$ cat config.mk
export PLATFORM = sky130hd
export DESIGN_NAME = tweqs_front
export DESIGN_NICKNAME = d
export VERILOG_FILES = /design/src/sv/two_way_exponential_quadrature_sweep_defines.svh /design/src/sv/tweqs_pkg.sv /design/src/sv/tweqs_front.sv
export SDC_FILE = /design/constraint.sdc
export NUM_CORES = 1
export LEC_CHECK = 0
export ABC_AREA = 1
export BUFFER_PORTS_ARGS = -buffer_cell sky130_fd_sc_hd__buf_2
export CAP_MARGIN = 20
export CORE_MARGIN = 2
export CORE_UTILIZATION = 34
export DETAILED_ROUTE_END_ITERATION = 8
export GPL_TIMING_DRIVEN = 0
export PLACE_DENSITY = 0.95
export SYNTH_ARGS = -nofsm -noshare
export SYNTH_HDL_FRONTEND = slang
export SYNTH_SLANG_ARGS = --single-unit
$ cat constraint.sdc
create_clock -name vclk -period 2.25
set_input_delay 0.1125 -clock vclk [all_inputs]
set_output_delay 0.1125 -clock vclk [all_outputs]
set_load 0.05 [all_outputs]
$ cat src/sv/two_way_exponential_quadrature_sweep_defines.svh
// ---------------------------------------------------------------------------
// Assertion macros for the two-way exponential quadrature sweep
// Short forms for the concurrent checks at the end of the top level.
// ---------------------------------------------------------------------------
`ifndef TWO_WAY_EXPONENTIAL_QUADRATURE_SWEEP_DEFINES_SVH
`define TWO_WAY_EXPONENTIAL_QUADRATURE_SWEEP_DEFINES_SVH

// Same-cycle implication; the consequent may start with a fixed delay.
`define TWEQS_ASSERT_NOW(lbl, ante, cons) \
  lbl: assert property (@(posedge clk) disable iff (!rst_n) (ante) |-> cons) \
    else $error("sweep block check failed");

// Next-cycle implication.
`define TWEQS_ASSERT_NEXT(lbl, ante, cons) \
  lbl: assert property (@(posedge clk) disable iff (!rst_n) (ante) |=> (cons)) \
    else $error("sweep block check failed");

`endif

$ cat src/sv/tweqs_pkg.sv
// ---------------------------------------------------------------------------
// tweqs_pkg
// Shared constants, codes and types of the two-way exponential quadrature sweep.
// ---------------------------------------------------------------------------
package tweqs_pkg;

  localparam int DEF_MAX_LEN  = 1024;
  localparam int DEF_MAX_TAPS = 15;
  localparam int FRAC_BITS    = 16;
  localparam int MIN_ORDER    = 4;
  localparam int DECAY_ONE    = 65536;

  localparam int MODE_W     = 3;
  localparam int POS_W      = 11;
  localparam int TAP_W      = 4;
  localparam int VAL_W      = 32;
  localparam int LEN_CFG_W  = 11;
  localparam int ORD_W      = 4;
  localparam int DECAY_W    = 17;
  localparam int ACC_W      = 48;
  localparam int CFG_IDX_W  = 1;
  localparam int CFG_DATA_W = 11;

  localparam int QDEPTH = 2;
  localparam int QPTR_W = $clog2(QDEPTH);
  localparam int QCNT_W = $clog2(QDEPTH + 1);

  // Input mode codes.
  localparam logic [MODE_W-1:0] MODE_SAMPLE  = 3'd0;
  localparam logic [MODE_W-1:0] MODE_DECAY   = 3'd1;
  localparam logic [MODE_W-1:0] MODE_LWEIGHT = 3'd2;
  localparam logic [MODE_W-1:0] MODE_RWEIGHT = 3'd3;
  localparam logic [MODE_W-1:0] MODE_OUTPUT  = 3'd4;
  localparam logic [MODE_W-1:0] MODE_START   = 3'd5;
  localparam logic [MODE_W-1:0] MODE_READ    = 3'd6;

  // Configuration register indexes.
  localparam logic [CFG_IDX_W-1:0] CFG_SEQ_LENGTH = 1'd0;
  localparam logic [CFG_IDX_W-1:0] CFG_ORDER      = 1'd1;

  // Operations handed from the front end to the back end.
  typedef enum logic [2:0] {
    OP_SAMPLE,
    OP_DECAY,
    OP_LWEIGHT,
    OP_RWEIGHT,
    OP_OUTPUT,
    OP_START,
    OP_READ
  } op_t;

  typedef struct packed {
    op_t                     op;
    logic [POS_W-1:0]        pos;
    logic [TAP_W-1:0]        tap;
    logic signed [VAL_W-1:0] value;
    logic                    in_range;
  } item_t;

  typedef struct packed {
    logic              empty;
    logic              full;
    logic [QCNT_W-1:0] count;
  } q_st_t;

endpackage

$ cat src/sv/tweqs_front.sv
// ---------------------------------------------------------------------------
// tweqs_front
// Accepts command items, range-checks them and turns them into queue entries.
// ---------------------------------------------------------------------------
module tweqs_front import tweqs_pkg::*; #(
  parameter int MAX_LEN  = DEF_MAX_LEN,
  parameter int MAX_TAPS = DEF_MAX_TAPS
) (
  input  logic                    start,
  input  logic [MODE_W-1:0]       in_mode,
  input  logic [POS_W-1:0]        in_position,
  input  logic [TAP_W-1:0]        in_tap,
  input  logic signed [VAL_W-1:0] in_value,
  input  q_st_t                   q_st,
  output logic                    busy,
  output logic                    push,
  output item_t                   item
);

  logic keep;
  logic pos_ok;
  logic out_ok;
  logic tap_ok;
  logic signed [VAL_W-1:0] decay_sat;

  assign pos_ok = 32'(in_position) < 32'(MAX_LEN);
  assign out_ok = 32'(in_position) <= 32'(MAX_LEN);
  assign tap_ok = 32'(in_tap) < 32'(MAX_TAPS);

  // Decay factors are clipped into 0..1.0 on the way in.
  always_comb begin
    if (in_value < 0) begin
      decay_sat = '0;
    end else if (in_value > VAL_W'(DECAY_ONE)) begin
      decay_sat = VAL_W'(DECAY_ONE);
    end else begin
      decay_sat = in_value;
    end
  end

  // Classify the item; loads outside the stores are dropped here.
  always_comb begin
    item.pos      = in_position;
    item.tap      = in_tap;
    item.value    = in_value;
    item.in_range = out_ok;
    item.op       = OP_SAMPLE;
    keep          = 1'b0;
    unique case (in_mode)
      MODE_SAMPLE: begin
        item.op = OP_SAMPLE;
        keep    = pos_ok;
      end
      MODE_DECAY: begin
        item.op    = OP_DECAY;
        item.value = decay_sat;
        keep       = pos_ok;
      end
      MODE_LWEIGHT: begin
        item.op = OP_LWEIGHT;
        keep    = pos_ok && tap_ok;
      end
      MODE_RWEIGHT: begin
        item.op = OP_RWEIGHT;
        keep    = pos_ok && tap_ok;
      end
      MODE_OUTPUT: begin
        item.op = OP_OUTPUT;
        keep    = out_ok;
      end
      MODE_START: begin
        item.op = OP_START;
        keep    = 1'b1;
      end
      MODE_READ: begin
        item.op = OP_READ;
        keep    = 1'b1;
      end
      default: begin
        keep = 1'b0;
      end
    endcase
  end

  assign busy = q_st.full;
  assign push = start && !busy && keep;

endmodule

==> run metrics <==
outcome=complete, no violations; YS warnings=0; layout cells sized above 1=55.4%; Filler Cell Count=201; Crit Path Max Fanout=10; final setup vio count=0; Seq/Total Area, Yosys=0%; via/cell ratio=4.08; Worst EP arrival=1.43 ns; post-synthesis cell type count=16; most area-hungry cell type in the Yosys netlist=nand2_1; via count=1172; fin crit share=68.7%; postcts setup bufs=0; Hold Path Stages=3; hold_buf cts=0; first-pass GRT wire length=3.71 mm; antenna cell count=0; Final Max Tran Viols=0; hold endpoint=item[49]; actual slew at the worst max-slew pin=0.257 ns; unrepaired setup endpoints after global routing=false; initial detailed-routing violation count=13; MaxCap Viol Count=0; core box area=2020 um^2; Reg area=0 um^2; total global routing overflow=0; Seq Cell Count=0; DIE HEIGHT=51.0 um; setup slack after layout=0.704 ns; Total GRT Usage=17.2%; crit start category=input pin; footprint of the multi-input gates=448 um^2; number of I/O pins=108; Die ar.=2600 um^2; Final nets=317; Detail Placement HPWL=2.21 mm; slowest cell on the critical path=buf_2; achievable frequency=647 MHz; Synth top area share=20.0%; port buffer count=105; Placement Setup Slack=0.722 ns; Power Density=331 nW/um^2; Synthesized Nets=210; GPL Wtd Cong=0.712; Tmin final=1.55 ns; routed len/inst=8.33 um; starting density of the core=37.1%; Worst EP required=2.14 ns; initial antenna violation count=0; Routed WL=2.39 mm; cts repair resizes=0; Cell Rows=16; Clock Buffer Count=0; DRC viols=0; Commonest cells post-synth=40 x nand2_1, 33 x inv_1, 31 x nor2_1; vias in the first global route=996; Critical Path Max Stage Delay=0.27 ns; P&R area growth vs syn=74.6%; cells along the critical path=buf_2 > inv_1 > nand2_1 > nor2_1 > nand2_1 > nor2_1 > nand2_1 > nand3_2 > nand2_4 > buf_12 > nor2_2 > buf_2; largest net degree at the start of global routing=11; most used cell, CP=nand2_1; Worst Path Buf+Inv=4; final setup TNS=0 ns; Avg Inst Size Synth=4.84 um^2; die width=51.0 um; Worst path top cell family by delay=simple AND/OR/NAND/NOR gates; Pre-antenna DRT Iters=4; leakage power=0.916 nW; main area contributors after synthesis=nand2_1 20%, buf_4 18%, inv_1 17%; Setup CP Type=in2out; Fin. Hold Viols=0; WHS=0.601 ns; cell count after synthesis=155; Post-Syn Area=749 um^2; Hold/Removal Path Class=in2out; relative slew slack=83.0%; Max VDD drop=0.232 mV; HP Start=in_mode[2]; Routed Antenna Nets=0; crit end category=output pin; most common cell in the netlist=nand2_1
[worst max path at each step]
stage | depth (start not counted) | slack [ns] | start | to
global placement | 12 | 0.81 | in_value[1] | item[7]
detailed placement | 12 | 0.72 | in_value[1] | item[12]
CTS | 12 | 0.72 | in_value[1] | item[12]
global route | 12 | 0.66 | in_value[1] | item[10]
floorplan | 5 | 0.83 | in_position[4] | push
finish | 12 | 0.70 | in_value[1] | item[12]
[cell usage in the layout (no fill, tap or decap), drive strengths merged]
master,instances
nor2,42
a21oi,7
nand3,3
buf,124
nor3,1
nand2,41
o21ai,1
nand4,2
inv,39
[metrics by stage]
step	utilization [%]	area [um^2]	power [mW]	std cells
global placement	64.7	1310	0.430	287
global route	64.7	1310	0.460	287
detailed placement	64.7	1310	0.435	287
CTS	64.7	1310	0.436	287
finish	64.7	1310	0.433	287
floorplan	-	749	0.317	155
[logic make-up (layout without fill, tap and decap cells)]
logic type	count (synthesis)	in the layout	synth area share (%)
simple gates	89	89	53.9
compound gates	8	8	5.84
buf+inv	58	163	40.2
[metal layers]
layer | global-route usage, % | share of wire (%) | vias up
met3 | 2.63 | 11 | 0
met4 | 1.80 | 0 | 0
met1 | 17.2 | 36 | 480
li1 | - | - | 634
met5 | 0 | 0 | -
met2 | 36.8 | 53 | 58
[where the power goes]
part           switching, mW  internal [mW]
sequential                 0              0
clock                      0              0
combinational          0.310          0.124
[area by class of cell]
type | instances | area share [%]
Multi-Input combinational cell | 97 | 34.2
Timing Repair Buffer | 105 | 40.2
Tap cell | 27 | 2.58
Buffer | 19 | 11.9
Inverter | 39 | 11.2
No activity file was read; power rests on OpenSTA's default activity.
