--- src/sv/two_way_exponential_quadrature_sweep_defines.svh ---
// ---------------------------------------------------------------------------
// Assertion macros for the two-way exponential quadrature sweep
// Short forms for the concurrent checks at the end of the top level.
// ---------------------------------------------------------------------------
`ifndef TWO_WAY_EXPONENTIAL_QUADRATURE_SWEEP_DEFINES_SVH
`define TWO_WAY_EXPONENTIAL_QUADRATURE_SWEEP_DEFINES_SVH

// Same-cycle implication; the consequent may start with a fixed delay.
`define TWEQS_ASSERT_NOW(lbl, ante, cons) \
  lbl: assert property (@(posedge clk) disable iff (!rst_n) (ante) |-> cons) \
    else $error("sweep block check failed");

// Next-cycle implication.
`define TWEQS_ASSERT_NEXT(lbl, ante, cons) \
  lbl: assert property (@(posedge clk) disable iff (!rst_n) (ante) |=> (cons)) \
    else $error("sweep block check failed");

`endif

--- src/sv/tweqs_pkg.sv ---
// ---------------------------------------------------------------------------
// tweqs_pkg
// Shared constants, codes and types of the two-way exponential quadrature sweep.
// ---------------------------------------------------------------------------
package tweqs_pkg;

  localparam int DEF_MAX_LEN  = 1024;
  localparam int DEF_MAX_TAPS = 15;
  localparam int FRAC_BITS    = 16;
  localparam int MIN_ORDER    = 4;
  localparam int DECAY_ONE    = 65536;

  localparam int MODE_W     = 3;
  localparam int POS_W      = 11;
  localparam int TAP_W      = 4;
  localparam int VAL_W      = 32;
  localparam int LEN_CFG_W  = 11;
  localparam int ORD_W      = 4;
  localparam int DECAY_W    = 17;
  localparam int ACC_W      = 48;
  localparam int CFG_IDX_W  = 1;
  localparam int CFG_DATA_W = 11;

  localparam int QDEPTH = 2;
  localparam int QPTR_W = $clog2(QDEPTH);
  localparam int QCNT_W = $clog2(QDEPTH + 1);

  // Input mode codes.
  localparam logic [MODE_W-1:0] MODE_SAMPLE  = 3'd0;
  localparam logic [MODE_W-1:0] MODE_DECAY   = 3'd1;
  localparam logic [MODE_W-1:0] MODE_LWEIGHT = 3'd2;
  localparam logic [MODE_W-1:0] MODE_RWEIGHT = 3'd3;
  localparam logic [MODE_W-1:0] MODE_OUTPUT  = 3'd4;
  localparam logic [MODE_W-1:0] MODE_START   = 3'd5;
  localparam logic [MODE_W-1:0] MODE_READ    = 3'd6;

  // Configuration register indexes.
  localparam logic [CFG_IDX_W-1:0] CFG_SEQ_LENGTH = 1'd0;
  localparam logic [CFG_IDX_W-1:0] CFG_ORDER      = 1'd1;

  // Operations handed from the front end to the back end.
  typedef enum logic [2:0] {
    OP_SAMPLE,
    OP_DECAY,
    OP_LWEIGHT,
    OP_RWEIGHT,
    OP_OUTPUT,
    OP_START,
    OP_READ
  } op_t;

  typedef struct packed {
    op_t                     op;
    logic [POS_W-1:0]        pos;
    logic [TAP_W-1:0]        tap;
    logic signed [VAL_W-1:0] value;
    logic                    in_range;
  } item_t;

  typedef struct packed {
    logic              empty;
    logic              full;
    logic [QCNT_W-1:0] count;
  } q_st_t;

endpackage

--- src/sv/tweqs_queue.sv ---
// ---------------------------------------------------------------------------
// tweqs_queue
// Short first-in first-out queue between the front end and the back end.
// ---------------------------------------------------------------------------
module tweqs_queue import tweqs_pkg::*; (
  input  logic  clk,
  input  logic  rst_n,
  input  logic  push,
  input  item_t din,
  input  logic  pop,
  output item_t dout,
  output q_st_t st
);

  item_t             mem_r [QDEPTH];
  logic [QPTR_W-1:0] wr_ptr_r;
  logic [QPTR_W-1:0] rd_ptr_r;
  logic [QCNT_W-1:0] count_r;
  logic              do_push;
  logic              do_pop;

  assign do_push = push && (count_r != QCNT_W'(QDEPTH));
  assign do_pop  = pop && (count_r != '0);

  // Entry storage.
  always_ff @(posedge clk) begin
    if (do_push) begin
      mem_r[wr_ptr_r] <= din;
    end
  end

  // Pointers and fill count.
  always_ff @(posedge clk) begin
    if (!rst_n) begin
      wr_ptr_r <= '0;
      rd_ptr_r <= '0;
      count_r  <= '0;
    end else begin
      if (do_push) begin
        wr_ptr_r <= (wr_ptr_r == QPTR_W'(QDEPTH - 1)) ? '0 : wr_ptr_r + 1'b1;
      end
      if (do_pop) begin
        rd_ptr_r <= (rd_ptr_r == QPTR_W'(QDEPTH - 1)) ? '0 : rd_ptr_r + 1'b1;
      end
      if (do_push && !do_pop) begin
        count_r <= count_r + 1'b1;
      end else if (do_pop && !do_push) begin
        count_r <= count_r - 1'b1;
      end
    end
  end

  assign dout     = mem_r[rd_ptr_r];
  assign st.empty = (count_r == '0);
  assign st.full  = (count_r == QCNT_W'(QDEPTH));
  assign st.count = count_r;

endmodule

--- config.mk ---
export PLATFORM = sky130hd
export DESIGN_NAME = tweqs_queue
export DESIGN_NICKNAME = d
export VERILOG_FILES = /design/src/sv/two_way_exponential_quadrature_sweep_defines.svh /design/src/sv/tweqs_pkg.sv /design/src/sv/tweqs_queue.sv
export SDC_FILE = /design/constraint.sdc
export NUM_CORES = 1
export LEC_CHECK = 0
export BUFFER_PORTS_ARGS = -buffer_cell sky130_fd_sc_hd__buf_2
export CAP_MARGIN = 20
export CORE_MARGIN = 2
export CORE_UTILIZATION = 35
export DETAILED_ROUTE_END_ITERATION = 7
export GPL_TIMING_DRIVEN = 0
export PLACE_DENSITY = 0.54
export SETUP_SLACK_MARGIN = 0.3
export SYNTH_ARGS = -nofsm -noshare
export SYNTH_HDL_FRONTEND = slang
export SYNTH_SLANG_ARGS = --single-unit
--- constraint.sdc ---
create_clock -name clk -period 4.1 [get_ports clk]
set_input_delay 0.205 -clock clk [delete_from_list [all_inputs] [get_ports clk]]
set_output_delay 0.205 -clock clk [all_outputs]
set_load 0.005 [all_outputs]
==> impl_metrics.py <==
metrics = {
    "floorplan": {
        "start_util": 0.360,
        "die_h_um": 110,
        "die_w_um": 110,
        "num_rows": 38,
        "core_area_um2": 10800,
        "io-pin-count": 110,
        "die_area_um2": 12000,
    },
    "run": {
        "drv_cap": 0,
    },
    "critical_path": {
        "end_kind": "flip-flop",
        "worstPathRequired_ns": 4.16,
        "arrival_ns": 1.97,
        "worst_setup_path_start_kind": "flip-flop",
        "criticalPathCategory": "reg2reg",
        "r2r_cells": 5,
        "critPathMaxFanout": 18,
    },
    "clocking": {
        "numCtsBuffers": 9,
        "postCtsSetupRepairBufs": 0,
        "cts_tree": "done",
        "clk_latency_ns": 0.35,
        "postCtsHoldBufs": 0,
        "cts.sinks": 107,
        "cts.path.max_buffers": 2,
        "htree_levels": 3,
        "clkTransAtPathRegs_ns": 0.09,
        "ctsResizeCount": 0,
        "cts-root-buf": "clkbuf_8",
    },
    "outcome": {
        "status": "finished, final reports clean",
    },
    "cells_and_area": {
        "seq_area_um2": 3160,
        "multiInputGateArea_um2": 708,
        "fin_nets": 364,
        "syn_to_final_growth_pct": 24.4,
        "antennaDiodeCount": 0,
        "final_layout_size_suffix_gt1_frac": 0.592,
        "n_fill_cell": 1009,
    },
    "yosys": {
        "yosys.area.top_type": "edfxtp_1",
        "ys_ff_latch": 107,
        "syn_inst": 184,
        "yosys.area.top_type_share": 0.785,
        "syn_area_um2": 3900,
        "synth-edff-count": 102,
        "synth_flop_cell": "edfxtp_1",
        "async_flop_share": 0,
        "syn_area_per_cell_um2": 21.2,
        "ys_types": 20,
        "synthTopCellsByArea": "edfxtp_1, mux2_2, dfxtp_1",
        "yosys_warnings": 0,
        "synth.most_common_cell": "edfxtp_1",
        "synthTopCellsByCount": "edfxtp_1, mux2_2, buf_2",
        "syn_nets": 240,
        "synth-seq-area-share": 0.811,
    },
    "route": {
        "wl_um": 6840,
        "drc": 0,
        "drt_iter0_markers": 46,
        "vias_per_cell": 4.45,
        "wl_per_cell_um": 15.2,
        "dr.pass1.iters": 4,
        "ant_nets": 0,
        "route.vias.total": 2006,
    },
    "timing": {
        "worstMarginPinSlew_ns": 0.652,
        "timing.hold.ws_ns": 0.0317,
        "fmax_ghz": 0.522,
        "layout_worst_path_cycle_share": 0.467,
        "hold_violations": 0,
        "tns_ns": 0,
        "slew_violations": 0,
        "finClkSkew_ns": 0.00792,
        "finalCriticalPeriod_ns": 1.92,
        "finalSetupViolCount": 0,
        "relSlewSlack": 0.565,
        "rsz0062_at_grt": "no",
    },
    "place": {
        "port_buffers": 109,
        "place_congestion": 0.661,
        "place_hpwl_um": 4620,
    },
    "min_path": {
        "holdCritPathClass": "in2reg",
        "whs_path_depth": 1,
    },
    "global_routing": {
        "first_global_vias": 2077,
        "grt_first_pass_wirelength_um": 10200,
        "grt_max_degree": 29,
        "grt_remaining_overflow": 0,
        "grt_util_all_layers": 0.118,
        "antenna_found_initial": 0,
    },
    "power": {
        "p_leak_nw": 1.81,
        "ir_drop_v": 0.000258,
        "p_per_area_nw_per_um2": 551,
    },
}
[critical path, cell delays in order (launching register included)]
cell	delay (ns)
dfxtp_1	0.46
nand2b_1	0.19
inv_2	0.07
nor3_4	0.45
buf_8	0.24
buf_8	0.20
[layout make-up]
class,instances,share of cell area
Timing Repair Buffer,113,0.128
Tap cell,140,0.0361
Sequential cell,107,0.652
Buffer,6,0.00619
Clock inverter,4,0.00412
Inverter,2,0.00155
Clock buffer,10,0.0263
Multi-Input combinational cell,69,0.146
[path summary, 6_finish.rpt]
path / start / to / slack, ns
setup / recovery: count_r[0] / mem_r[0][13] / 2.18
hold / removal: din[43] / mem_r[0][43] / 0.03
setup reg to reg: count_r[0] / mem_r[0][13] / 2.18
hold reg to reg: count_r[1] / count_r[1] / 0.57
[per-layer routing]
layer | track usage | routed length [µm]
met5 | 0 | 0
met4 | 0.0570 | 115
met3 | 0.0350 | 380
met2 | 0.201 | 3590
met1 | 0.136 | 2760
[per-stage QoR]
| step | total power, mW | instances | worst slack, ns | area [µm²] | util |
|---|---|---|---|---|---|
| after floorplan | 1.85 | 184 | 1.01 | 3900 | - |
| after global routing | 2.84 | 451 | 2.05 | 4850 | 0.448 |
| after CTS | 2.73 | 451 | 2.13 | 4850 | 0.448 |
| after detailed placement | 2.19 | 437 | 2.16 | 4710 | 0.434 |
| final | 2.68 | 451 | 2.18 | 4850 | 0.448 |
| after global placement | 2.15 | 433 | -0.343 | 4620 | 0.426 |
[flip-flops by register name, indices dropped and copies added, names as in the netlist, named ones only]
register / cells
count_r: 2
rd_ptr_r: 1
wr_ptr_r: 1
mem_r: 102
[logic make-up after synthesis]
group | count (synthesis) | synth area share
xor gates and xnor gates | 3 | 0.00674
muxes | 51 | 0.147
buffers and inverters | 8 | 0.00962
AOI/OAI and AO/OA | 5 | 0.00834
adders and majority gates | 1 | 0.00321
and+or+nand+nor | 9 | 0.0141
DFF | 107 | 0.811
[placed cells by master (no fill, tap or decap), types with 2 or more instances in the layout]
master    instances
nor2_1            2
clkbuf_8          9
mux2_2           51
and2_1            3
edfxtp_1        102
buf_2           115
clkinv_1          2
xnor2_1           2
dfxtp_1           5
buf_8             2
[power breakdown]
group | internal, mW | switching, mW | total [mW]
Clock | 0.210 | 0.322 | 0.532
Combinational | 0.387 | 0.346 | 0.732
Sequential | 1.37 | 0.0409 | 1.41
No activity file was read; power rests on OpenSTA's default activity.
